[config.mk]
export PLATFORM = sky130hd
export DESIGN_NAME = sorted_priority_queue
export DESIGN_NICKNAME = d
export VERILOG_FILES = /design/src/rtl/spq_pkg.sv /design/src/rtl/spq_cell.sv /design/src/rtl/spq_outbuf.sv /design/src/rtl/sorted_priority_queue.sv
export SDC_FILE = /design/constraint.sdc
export NUM_CORES = 2
export LEC_CHECK = 0
export ABC_AREA = 1
export BUFFER_PORTS_ARGS = -buffer_cell sky130_fd_sc_hd__buf_2
export CAP_MARGIN = 30
export CORE_MARGIN = 2
export CORE_UTILIZATION = 45
export DETAILED_ROUTE_END_ITERATION = 7
export GPL_TIMING_DRIVEN = 0
export SLEW_MARGIN = 5
export SYNTH_ARGS = -nofsm -noshare
export SYNTH_HDL_FRONTEND = slang
export SYNTH_SLANG_ARGS = --single-unit
[constraint.sdc]
create_clock -name clk -period 6.5 [get_ports clk]
set_input_delay 0.325 -clock clk [delete_from_list [all_inputs] [get_ports clk]]
set_output_delay 0.325 -clock clk [all_outputs]
set_load 0.02 [all_outputs]
[src/rtl/spq_pkg.sv]
// ----------------------------------------------------------------------------
// spq_pkg: shared types and constants of the sorted priority queue
// command and status codes, default sizes and the per-cell control group
// ----------------------------------------------------------------------------
package spq_pkg;

	localparam int DEF_CAPACITY      = 16;
	localparam int DEF_PRIORITY_BITS = 32;
	localparam int DEF_TAG_BITS      = 16;

	localparam int CMD_BITS    = 2;
	localparam int STATUS_BITS = 2;

	typedef enum logic [CMD_BITS-1:0] {
		CMD_ENQUEUE = 2'd0,
		CMD_DEQUEUE = 2'd1,
		CMD_PEEK    = 2'd2,
		CMD_CLEAR   = 2'd3
	} cmd_t;

	typedef enum logic [STATUS_BITS-1:0] {
		ST_OK    = 2'd0,
		ST_EMPTY = 2'd1,
		ST_FULL  = 2'd2
	} status_t;

	// broadcast to every cell of the chain
	typedef struct packed {
		logic enq;
		logic deq;
	} cell_ctrl_t;

endpackage

[src/rtl/spq_cell.sv]
// ----------------------------------------------------------------------------
// spq_cell: one slot of the sorted chain
// holds one entry, compares it with the entry being inserted and takes its
// neighbor's entry on a shift
// ----------------------------------------------------------------------------
module spq_cell #(
	parameter int PRIORITY_BITS = spq_pkg::DEF_PRIORITY_BITS,
	parameter int TAG_BITS      = spq_pkg::DEF_TAG_BITS
) (
	input  logic                            clk,
	input  spq_pkg::cell_ctrl_t             ctrl,
	input  logic                            occupied,
	input  logic signed [PRIORITY_BITS-1:0] new_prio,
	input  logic        [TAG_BITS-1:0]      new_tag,
	input  logic                            below_ge,
	input  logic signed [PRIORITY_BITS-1:0] below_prio,
	input  logic        [TAG_BITS-1:0]      below_tag,
	input  logic signed [PRIORITY_BITS-1:0] above_prio,
	input  logic        [TAG_BITS-1:0]      above_tag,
	output logic signed [PRIORITY_BITS-1:0] prio,
	output logic        [TAG_BITS-1:0]      tag,
	output logic                            ge
);
	import spq_pkg::*;

	logic signed [PRIORITY_BITS-1:0] prio_q, prio_d;
	logic        [TAG_BITS-1:0]      tag_q, tag_d;

	// empty slot or entry not below the new one: this cell moves up
	assign ge = !occupied || (prio_q >= new_prio);

	always_comb begin
		prio_d = prio_q;
		tag_d  = tag_q;
		priority if (ctrl.enq && ge) begin
			if (below_ge) begin
				prio_d = below_prio;
				tag_d  = below_tag;
			end else begin
				prio_d = new_prio;
				tag_d  = new_tag;
			end
		end else if (ctrl.deq) begin
			prio_d = above_prio;
			tag_d  = above_tag;
		end
	end

	always_ff @(posedge clk) begin
		prio_q <= prio_d;
		tag_q  <= tag_d;
	end

	assign prio = prio_q;
	assign tag  = tag_q;

endmodule

[src/rtl/spq_outbuf.sv]
// ----------------------------------------------------------------------------
// spq_outbuf: result register with skid stage
// lets a new request be taken while a finished result waits downstream
// ----------------------------------------------------------------------------
module spq_outbuf #(
	parameter int WIDTH = 8
) (
	input  logic             clk,
	input  logic             arst_n,
	input  logic             push,
	input  logic [WIDTH-1:0] push_data,
	output logic             full,
	output logic             out_valid,
	input  logic             out_stall,
	output logic [WIDTH-1:0] out_data
);
	import spq_pkg::*;

	logic             out_valid_q, skid_valid_q;
	logic [WIDTH-1:0] out_data_q, skid_data_q;
	logic             take;

	assign take = out_valid_q && !out_stall;

	always_ff @(posedge clk or negedge arst_n) begin
		if (!arst_n) begin
			out_valid_q  <= 1'b0;
			skid_valid_q <= 1'b0;
		end else begin
			priority if (skid_valid_q) begin
				if (take) begin
					skid_valid_q <= 1'b0;
				end
			end else if (push) begin
				if (out_valid_q && !take) begin
					skid_valid_q <= 1'b1;
				end else begin
					out_valid_q <= 1'b1;
				end
			end else if (take) begin
				out_valid_q <= 1'b0;
			end
		end
	end

	always_ff @(posedge clk) begin
		priority if (skid_valid_q) begin
			if (take) begin
				out_data_q <= skid_data_q;
			end
		end else if (push) begin
			if (out_valid_q && !take) begin
				skid_data_q <= push_data;
			end else begin
				out_data_q <= push_data;
			end
		end
	end

	assign full      = skid_valid_q;
	assign out_valid = out_valid_q;
	assign out_data  = out_data_q;

	a_skid_behind_out: assert property (@(posedge clk) disable iff (!arst_n)
		skid_valid_q |-> out_valid_q)
		else $error("skid stage holds a result while the output register is empty");

	a_no_push_when_full: assert property (@(posedge clk) disable iff (!arst_n)
		push |-> !skid_valid_q)
		else $error("result pushed while skid stage is occupied");

endmodule

[src/rtl/sorted_priority_queue.sv]
// ----------------------------------------------------------------------------
// sorted_priority_queue: bounded priority queue on a chain of sorted cells
// enqueue, dequeue, peek and clear with one result per request
// ----------------------------------------------------------------------------
// The queue holds up to CAPACITY entries of a signed priority and a tag in a
// row of cells kept sorted with the smallest priority in cell 0, so dequeue
// and peek read cell 0 directly. Enqueue places the new entry below all
// entries of equal or greater priority (the newest of equal priorities leaves
// first); every cell decides locally from its own compare and its lower
// neighbor's whether to keep, take the new entry or shift up. Dequeue shifts
// the whole row down by one cell. The result of each request is registered in the
// output register, or in the skid stage while a waiting result holds the output
// register; one request is accepted per cycle while in_stall is low. A skid stage
// behind the output register keeps requests flowing while one result waits,
// so in_stall rises only when two results are held. An enqueue into a full
// queue returns status full, a dequeue or peek on an empty queue returns
// status empty; neither changes the queue. Priority and tag of the result are
// zero unless a dequeue or peek succeeds. There is no clearing pass after
// reset: only the entry count is reset.
// ----------------------------------------------------------------------------
module sorted_priority_queue #(
	parameter int CAPACITY      = spq_pkg::DEF_CAPACITY,
	parameter int PRIORITY_BITS = spq_pkg::DEF_PRIORITY_BITS,
	parameter int TAG_BITS      = spq_pkg::DEF_TAG_BITS,
	localparam int CNT_W        = $clog2(CAPACITY + 1)
) (
	input  logic                             clk,
	input  logic                             arst_n,
	// request channel
	input  logic                             in_valid,
	output logic                             in_stall,
	input  logic [spq_pkg::CMD_BITS-1:0]     cmd,
	input  logic signed [PRIORITY_BITS-1:0]  in_priority,
	input  logic [TAG_BITS-1:0]              in_tag,
	// result channel
	output logic                             out_valid,
	input  logic                             out_stall,
	output logic signed [PRIORITY_BITS-1:0]  out_priority,
	output logic [TAG_BITS-1:0]              out_tag,
	output logic [spq_pkg::STATUS_BITS-1:0]  status,
	output logic [CNT_W-1:0]                 occupancy
);
	import spq_pkg::*;

	localparam int RES_W = PRIORITY_BITS + TAG_BITS + STATUS_BITS + CNT_W;
	localparam logic [CNT_W-1:0] CAP_CNT = CNT_W'(CAPACITY);

	// request decode
	logic              accept;
	cmd_t              cmd_e;
	logic              is_full, is_empty;
	cell_ctrl_t        ctrl;
	logic [CNT_W-1:0]  count_q, count_d;

	// cell chain taps
	logic signed [PRIORITY_BITS-1:0] prio_w [CAPACITY];
	logic        [TAG_BITS-1:0]      tag_w  [CAPACITY];
	logic                            ge_w   [CAPACITY];

	// result assembly
	logic signed [PRIORITY_BITS-1:0] res_prio;
	logic        [TAG_BITS-1:0]      res_tag;
	status_t                         res_status;
	logic [RES_W-1:0]                res_data, out_data;
	logic                            buf_full;

	assign accept   = in_valid && !in_stall;
	assign cmd_e    = cmd_t'(cmd);
	assign is_full  = (count_q == CAP_CNT);
	assign is_empty = (count_q == '0);

	assign ctrl.enq = accept && (cmd_e == CMD_ENQUEUE) && !is_full;
	assign ctrl.deq = accept && (cmd_e == CMD_DEQUEUE) && !is_empty;

	// entry count
	always_comb begin
		count_d = count_q;
		unique case (cmd_e)
			CMD_ENQUEUE: if (!is_full)  count_d = count_q + CNT_W'(1);
			CMD_DEQUEUE: if (!is_empty) count_d = count_q - CNT_W'(1);
			CMD_PEEK:    count_d = count_q;
			CMD_CLEAR:   count_d = '0;
			default:     count_d = count_q;
		endcase
	end

	always_ff @(posedge clk or negedge arst_n) begin
		if (!arst_n) begin
			count_q <= '0;
		end else if (accept) begin
			count_q <= count_d;
		end
	end

	// sorted chain, smallest priority in cell 0
	for (genvar j = 0; j < CAPACITY; j++) begin : g_cell
		logic                            occ;
		logic                            b_ge;
		logic signed [PRIORITY_BITS-1:0] b_prio, a_prio;
		logic        [TAG_BITS-1:0]      b_tag, a_tag;

		assign occ = (CNT_W'(j) < count_q);

		if (j == 0) begin : g_bottom
			assign b_ge   = 1'b0;
			assign b_prio = in_priority;
			assign b_tag  = in_tag;
		end else begin : g_inner_below
			assign b_ge   = ge_w[j-1];
			assign b_prio = prio_w[j-1];
			assign b_tag  = tag_w[j-1];
		end

		if (j == CAPACITY - 1) begin : g_top
			// top cell keeps its own entry on a shift down
			assign a_prio = prio_w[j];
			assign a_tag  = tag_w[j];
		end else begin : g_inner_above
			assign a_prio = prio_w[j+1];
			assign a_tag  = tag_w[j+1];
		end

		spq_cell #(
			.PRIORITY_BITS(PRIORITY_BITS),
			.TAG_BITS     (TAG_BITS)
		) u_cell (
			.clk       (clk),
			.ctrl      (ctrl),
			.occupied  (occ),
			.new_prio  (in_priority),
			.new_tag   (in_tag),
			.below_ge  (b_ge),
			.below_prio(b_prio),
			.below_tag (b_tag),
			.above_prio(a_prio),
			.above_tag (a_tag),
			.prio      (prio_w[j]),
			.tag       (tag_w[j]),
			.ge        (ge_w[j])
		);
	end

	// result of the request, cell 0 read before the chain updates
	always_comb begin
		res_prio   = '0;
		res_tag    = '0;
		res_status = ST_OK;
		unique case (cmd_e)
			CMD_ENQUEUE: if (is_full) res_status = ST_FULL;
			CMD_DEQUEUE, CMD_PEEK: begin
				if (is_empty) begin
					res_status = ST_EMPTY;
				end else begin
					res_prio = prio_w[0];
					res_tag  = tag_w[0];
				end
			end
			CMD_CLEAR:   res_status = ST_OK;
			default:     res_status = ST_OK;
		endcase
	end

	assign res_data = {res_prio, res_tag, res_status, count_d};

	spq_outbuf #(
		.WIDTH(RES_W)
	) u_outbuf (
		.clk      (clk),
		.arst_n   (arst_n),
		.push     (accept),
		.push_data(res_data),
		.full     (buf_full),
		.out_valid(out_valid),
		.out_stall(out_stall),
		.out_data (out_data)
	);

	assign in_stall = buf_full;
	assign {out_priority, out_tag, status, occupancy} = out_data;

	// count never runs past the row of cells
	a_count_bound: assert property (@(posedge clk) disable iff (!arst_n)
		count_q <= CAP_CNT)
		else $error("entry count exceeds capacity");

	// a successful enqueue grows the queue by exactly one
	a_enq_grows: assert property (@(posedge clk) disable iff (!arst_n)
		ctrl.enq |=> count_q == $past(count_q) + CNT_W'(1))
		else $error("enqueue did not add one entry");

	// the two lowest cells stay in order
	a_bottom_sorted: assert property (@(posedge clk) disable iff (!arst_n)
		count_q >= CNT_W'(2) |-> prio_w[0] <= prio_w[1])
		else $error("cell chain out of order at the bottom");

	// a successful dequeue shrinks the queue by exactly one
	a_deq_shrinks: assert property (@(posedge clk) disable iff (!arst_n)
		ctrl.deq |=> count_q == $past(count_q) - CNT_W'(1))
		else $error("dequeue did not remove one entry");

endmodule
---- Yosys cells after proc, flatten, opt, wreduce, memory -nomap -nowiden ----
Index checks and enable logic that the tools add are counted.
storage, ports and cells
  register bits after elaboration ......... 885
  input bits .............................. 54
  word-level logic and storage cells ...... 273
operators by class
  reductions and logical operators ........ 83
  add/subtract/negate cells ............... 2
  order comparisons ....................... 32
  muxes and demuxes ....................... 111
  equality and inequality tests ........... 7
  bitwise operators ....................... 1
operators with widths
  cell                 count
  $mux 32              47
  $mux 16              47
  $ge 32x32->1         16
  $mux 55              4
  $lt 4x5->1 const A   8
  $reduce_bool 2->1    17
  $logic_and 1x1->1    23
  $logic_not 1->1      21
  $lt 3x5->1 const A   4
  $pmux 5 s4           1
  $logic_or 1x1->1     16
  $lt 1x5->1 const A   2
  $lt 2x5->1 const A   2
  $mux 5               2
  $reduce_and 3->1     3
  $mux 1               8
  $pmux 2 s3           1
  $add 5x1->5 const B  1
  $eq 5x5->1 const B   1
  $logic_not 5->1      1
  $sub 5x1->5 const B  1
  $eq 2x2->1 const B   2
  $ne 2x2->1 const B   2
  $eq 2x1->1 const B   1
  other kinds (5)      5

---- Longest topological paths before layout ----
  word-level depth ........................ 7
  depth in mapped cells ................... 21
  mapped depth without buffers ............ 19

---- Hierarchy ----
A second synthesis with hierarchy kept.
unflattened totals
  cells, all modules ...................... 7612
  area total of the unflattened synthesis .. 61695.4 um2
by module, submodules not included
  module                 instances  seq. area each (um2)  area each (um2)  cells each
  spq_cell               16         1441.4                3522.1           442
  spq_outbuf             1          3353.2                4141.5           309
  sorted_priority_queue  1          125.1                 1199.9           231

---- Least setup slack after synthesis ----
No wires, ideal clock.
  path type ............................... reg2reg
  start point ............................. register u_outbuf.skid_valid_q, in the netlist u_outbuf.full
  end point ............................... register u_outbuf.out_data_q[0], in the netlist u_outbuf.out_data[0] (enable)
  path slack .............................. 2292 ps
  buffers on the path ..................... 2
  stages on the path, launching flop included .. 5
  data arrival time ....................... 3722 ps
  cell sequence ........................... dfrtp_1 clkbuf_1 clkbuf_1 a21oi_1 a21oi_1
on the way
  cells in the longest elaborated chain, start to end .. 4
  elaborated cells between the ends (all ways) .. 6
  those cells by class .................... 2 x eq/ne; 4 x reduce/logical
ends and longest elaborated chain
  element                              line                         RTL
  from (decl)                          spq_outbuf.sv:19             logic out_valid_q, skid_valid_q;
  from (signal assigned)               spq_outbuf.sv:28             skid_valid_q <= 1'b0;
  from (signal assigned)               spq_outbuf.sv:32             skid_valid_q <= 1'b0;
  from (signal assigned)               spq_outbuf.sv:36             skid_valid_q <= 1'b1;
  $logic_not 1->1                      sorted_priority_queue.sv:67  assign accept = in_valid && !in_stall;
  $logic_and 1x1->1                    sorted_priority_queue.sv:67
  $reduce_bool 2->1 (no source line)   --
  $reduce_and 3->1 (no source line) *  --
  to (signal assigned)                 spq_outbuf.sv:49             out_data_q <= skid_data_q;
  to (signal assigned)                 spq_outbuf.sv:55             out_data_q <= push_data;
  to (decl)                            spq_outbuf.sv:20             logic [WIDTH-1:0] out_data_q, skid_data_q;
Every way passes the cells marked *; elsewhere a longest branch is shown, timed or not.
A chain may end at the register's enable or synchronous reset.

---- Final worst setup path ----
  start point ............................. input in_priority[31]
  end point ............................... register g_cell[3].u_cell.prio_q[12] (enable)
on the way
  cells in the longest elaborated chain, start to end .. 4
ends and longest elaborated chain
  element                             line                         RTL
  from (decl)                         sorted_priority_queue.sv:33  input logic signed [PRIORITY_BITS-1:0] in_priority,
  $ge 32x32->1                        spq_cell.sv:30               assign ge = !occupied || (prio_q >= new_prio);
  $logic_or 1x1->1                    spq_cell.sv:30
  $logic_and 1x1->1                   spq_cell.sv:35               priority if (ctrl.enq && ge) begin
  $reduce_bool 2->1 (no source line)  --
  to (signal assigned)                spq_cell.sv:50               prio_q <= prio_d;
  to (decl)                           spq_cell.sv:26               logic signed [PRIORITY_BITS-1:0] prio_q, prio_d;
No other way between the ends.

==> results.sh <==
export IMPL_outcome="completed"
export IMPL_fin_ws_ns=1.93
export IMPL_multi_input_area_sq_um=30900
export IMPL_drtIter0Drc=4111
export IMPL_cts_sinks=885
export IMPL_die_area_sq_um=138000
export IMPL_wl_per_cell_um=18.9
export IMPL_max_cap_violations=0
export IMPL_crit_path_max_fanout=36
export IMPL_synthesis_nets=8484
export IMPL_grt_antenna_before_repair=15
export IMPL_dpl_cell_area_sq_um=64000
export IMPL_setup_viol_count_final=0
export IMPL_area_sequential_sq_um=26500
export IMPL_period_share=0.703
export IMPL_clkLatencyLatePin_ns=0.73
export IMPL_rsz0062_at_grt="false"
export IMPL_drive_gt1_frac=0.0743
export IMPL_grt_max_degree=38
export IMPL_num_rows=134
export IMPL_ys_seq_elements=885
export IMPL_ys_seq_area_frac=0.437
export IMPL_hold_violations=0
export IMPL_fmax_mhz=219
export IMPL_track_usage=0.271
export IMPL_avgSynthCellArea_sq_um=7.68
export IMPL_finalMaxSlewViolations=0
export IMPL_skew_ns=0.0246
export IMPL_place_inst=9812
export IMPL_pre_cts_ws_ns=1.29
export IMPL_io_buffers=110
export IMPL_synthCells=7911
export IMPL_irDropWorstVdd_mv=0.231
export IMPL_stdcell_area_sq_um=67800
export IMPL_htree_num_levels=3
export IMPL_yosysUniqueCellTypes=42
export IMPL_fin_hold_ws_ns=0.107
export IMPL_arrival_ns=4.97
export IMPL_critPathSlowestCell="inv_1"
export IMPL_async_flop_share=0.00791
export IMPL_critPathKind="in -> reg"
export IMPL_synth_top_area_frac=0.434
export IMPL_cts_resized=0
export IMPL_clockBufferDepth=3
export IMPL_synth_edf_count=878
export IMPL_instances_no_fill=10000
export IMPL_yosysWarnings=0
export IMPL_final_fill_count=13300
export IMPL_die_y_um=371
export IMPL_first_global_vias=50700
export IMPL_ys_flop_type="edfxtp_1"
export IMPL_tritoncts="done"
export IMPL_dieWidth_um=371
export IMPL_min_period_ns=4.57
export IMPL_path_buf_inv=6
export IMPL_dpl_hpwl_mm=157
export IMPL_crit_top_cell="nand2_1"
export IMPL_fp_coreArea_sq_um=134000
export IMPL_power_mw=22.9
export IMPL_io_pins=111
export IMPL_hold_path_class="in -> reg"
export IMPL_overflow=0
export IMPL_pwr_density_cell_nw_per_um2=338
export IMPL_cts_buffers=106
export IMPL_p_leak_nw=32.4
export IMPL_initial_utilization=0.454
export IMPL_start_kind="primary input"
export IMPL_cp_cell_sequence="buf_2 -> clkbuf_1 -> inv_1 -> ha_1 -> nand2_1 -> nor2_1 -> nand2_1 -> nor4_2 -> nand2_1 -> nand2_1 -> nand2_1 -> nand3_1 -> nand2_1 -> buf_4 -> buf_4 -> nand2_2 -> buf_12"
export IMPL_syn_to_final_growth_pct=11.6
export IMPL_gp_congestion=0.942
export IMPL_fin_util=0.507
export IMPL_cp_data_required_time_ns=6.90
export IMPL_setup_tns_ns=0
export IMPL_wl_mm=189
export IMPL_relSlewSlack=0.346
export IMPL_tightest_slew_ns=0.979
export IMPL_syn_area_sq_um=60800
export IMPL_worstSetupEndpointType="flip-flop"
export IMPL_clk_pin_slew_ns=0.06
export IMPL_drcViolationCount=0
export IMPL_drt_pre_antenna_iters=6
export IMPL_ant_nets=0
export IMPL_root_buffer="clkbuf_16"
export IMPL_synth_top_area_cell="edfxtp_1"
export IMPL_synthTopCellsByArea="edfxtp_1, nand2_1, ha_1"
export IMPL_max_stage_delay_ns=0.67
export IMPL_layout_nets=8747
export IMPL_vias=52300
export IMPL_grt_pass1_wl_mm=290
export IMPL_avgViaCountPerCell=5.21
export IMPL_cpLargestDelayFamily="buffers and inverters"
[kinds of logic after synthesis]
| kind of cell | count (synthesis) | share of synthesized area |
|---|---|---|
| adder cells (fa/ha/maj) | 519 | 0.107 |
| flip-flops | 885 | 0.437 |
| buffers and inverters | 770 | 0.0561 |
| AND/OR/NAND/NOR | 5297 | 0.361 |
| AO/OA/AOI/OAI | 438 | 0.0389 |
| XOR/XNOR | 2 | 0.000288 |
[synthesized netlist by cell type (7+ instances only)]
master,number
o21a_1,27
o21ai_1,31
buf_1,38
a21oi_1,221
buf_4,73
nand3_2,12
inv_1,229
ha_1,519
dfrtp_1,7
edfxtp_1,878
clkbuf_1,244
inv_2,24
nand2_1,4283
nand2_2,14
nand3_1,56
buf_2,153
nor2_1,208
a21o_1,14
buf_6,7
nand4_1,706
o21ai_0,121
[registers in the layout, indices dropped and copies added (netlist names)]
| name | count |
|---|---|
| g_cell.u_cell.tag | 256 |
| u_outbuf.out_valid | 1 |
| u_outbuf.out_data | 55 |
| count_q | 5 |
| u_outbuf.skid_data_q | 55 |
| g_cell.u_cell.prio | 512 |
| u_outbuf.full | 1 |
[report_power, final]
part	internal, mW	leakage (nW)	switching [mW]	total [mW]
clock	3.40	1.64	2.51	5.90
combinational	2.65	22.6	5.92	8.57
sequential	7.84	8.21	0.631	8.47
total	13.9	32.4	9.06	22.9
[final timing paths]
path / startpoint / end / slack, ns / depth (start not counted)
setup / recovery: in_priority[31] / g_cell[3].u_cell.prio[12] / 1.93 / 17
hold / removal: in_valid / u_outbuf.out_valid / 0.11 / 5
setup reg to reg: count_q[1] / g_cell[10].u_cell.prio[15] / 2.69 / 11
hold reg to reg: g_cell[15].u_cell.tag[1] / g_cell[14].u_cell.tag[1] / 0.51 / 2
max in group asynchronous: arst_n / u_outbuf.full / 5.65 / 3
min in group asynchronous: arst_n / count_q[4] / 0.58 / 3
[per-layer routing]
layer | share of wire | wire length [um] | track usage
met1 | 0.44 | 83200 | 0.350
met2 | 0.48 | 90100 | 0.470
met3 | 0.047 | 8940 | 0.0276
met4 | 0.038 | 7130 | 0.0947
met5 | 0.000048 | 9 | 0
[repair_timing]
action                     in CTS  in global routing
hold buffers                    4                  0
buffers inserted                0                  0
setup endpoints to repair       0                  0
hold endpoints to repair        9                  0
[cells in the final DEF (no fill, tap or decap), drive strengths merged, types with 46 or more instances in the layout]
| master | count |
|---|---|
| a21oi | 223 |
| buf | 422 |
| clkbuf | 379 |
| clkinv | 46 |
| edfxtp | 878 |
| ha | 519 |
| inv | 257 |
| nand2 | 4297 |
| nand3 | 68 |
| nand4 | 706 |
| nor2 | 210 |
| o21ai | 152 |
[tightest hold or removal path, stage by stage]
cell	delay [ns]
buf_2	0.08
nand2_1	0.12
inv_2	0.12
a21oi_1	0.09
nand2_1	0.07
[cell type report]
| type | count | area share |
|---|---|---|
| diodes | 11 | 0.000406 |
| plain buffers | 516 | 0.0362 |
| clock buffers | 134 | 0.0413 |
| clock inverters | 63 | 0.00838 |
| inverters | 254 | 0.0141 |
| multi-input cells | 6256 | 0.455 |
| flip-flops and latches | 885 | 0.391 |
| well taps | 1768 | 0.0326 |
| repair buffers | 155 | 0.0204 |
No activity file was read; power rests on OpenSTA's default activity.
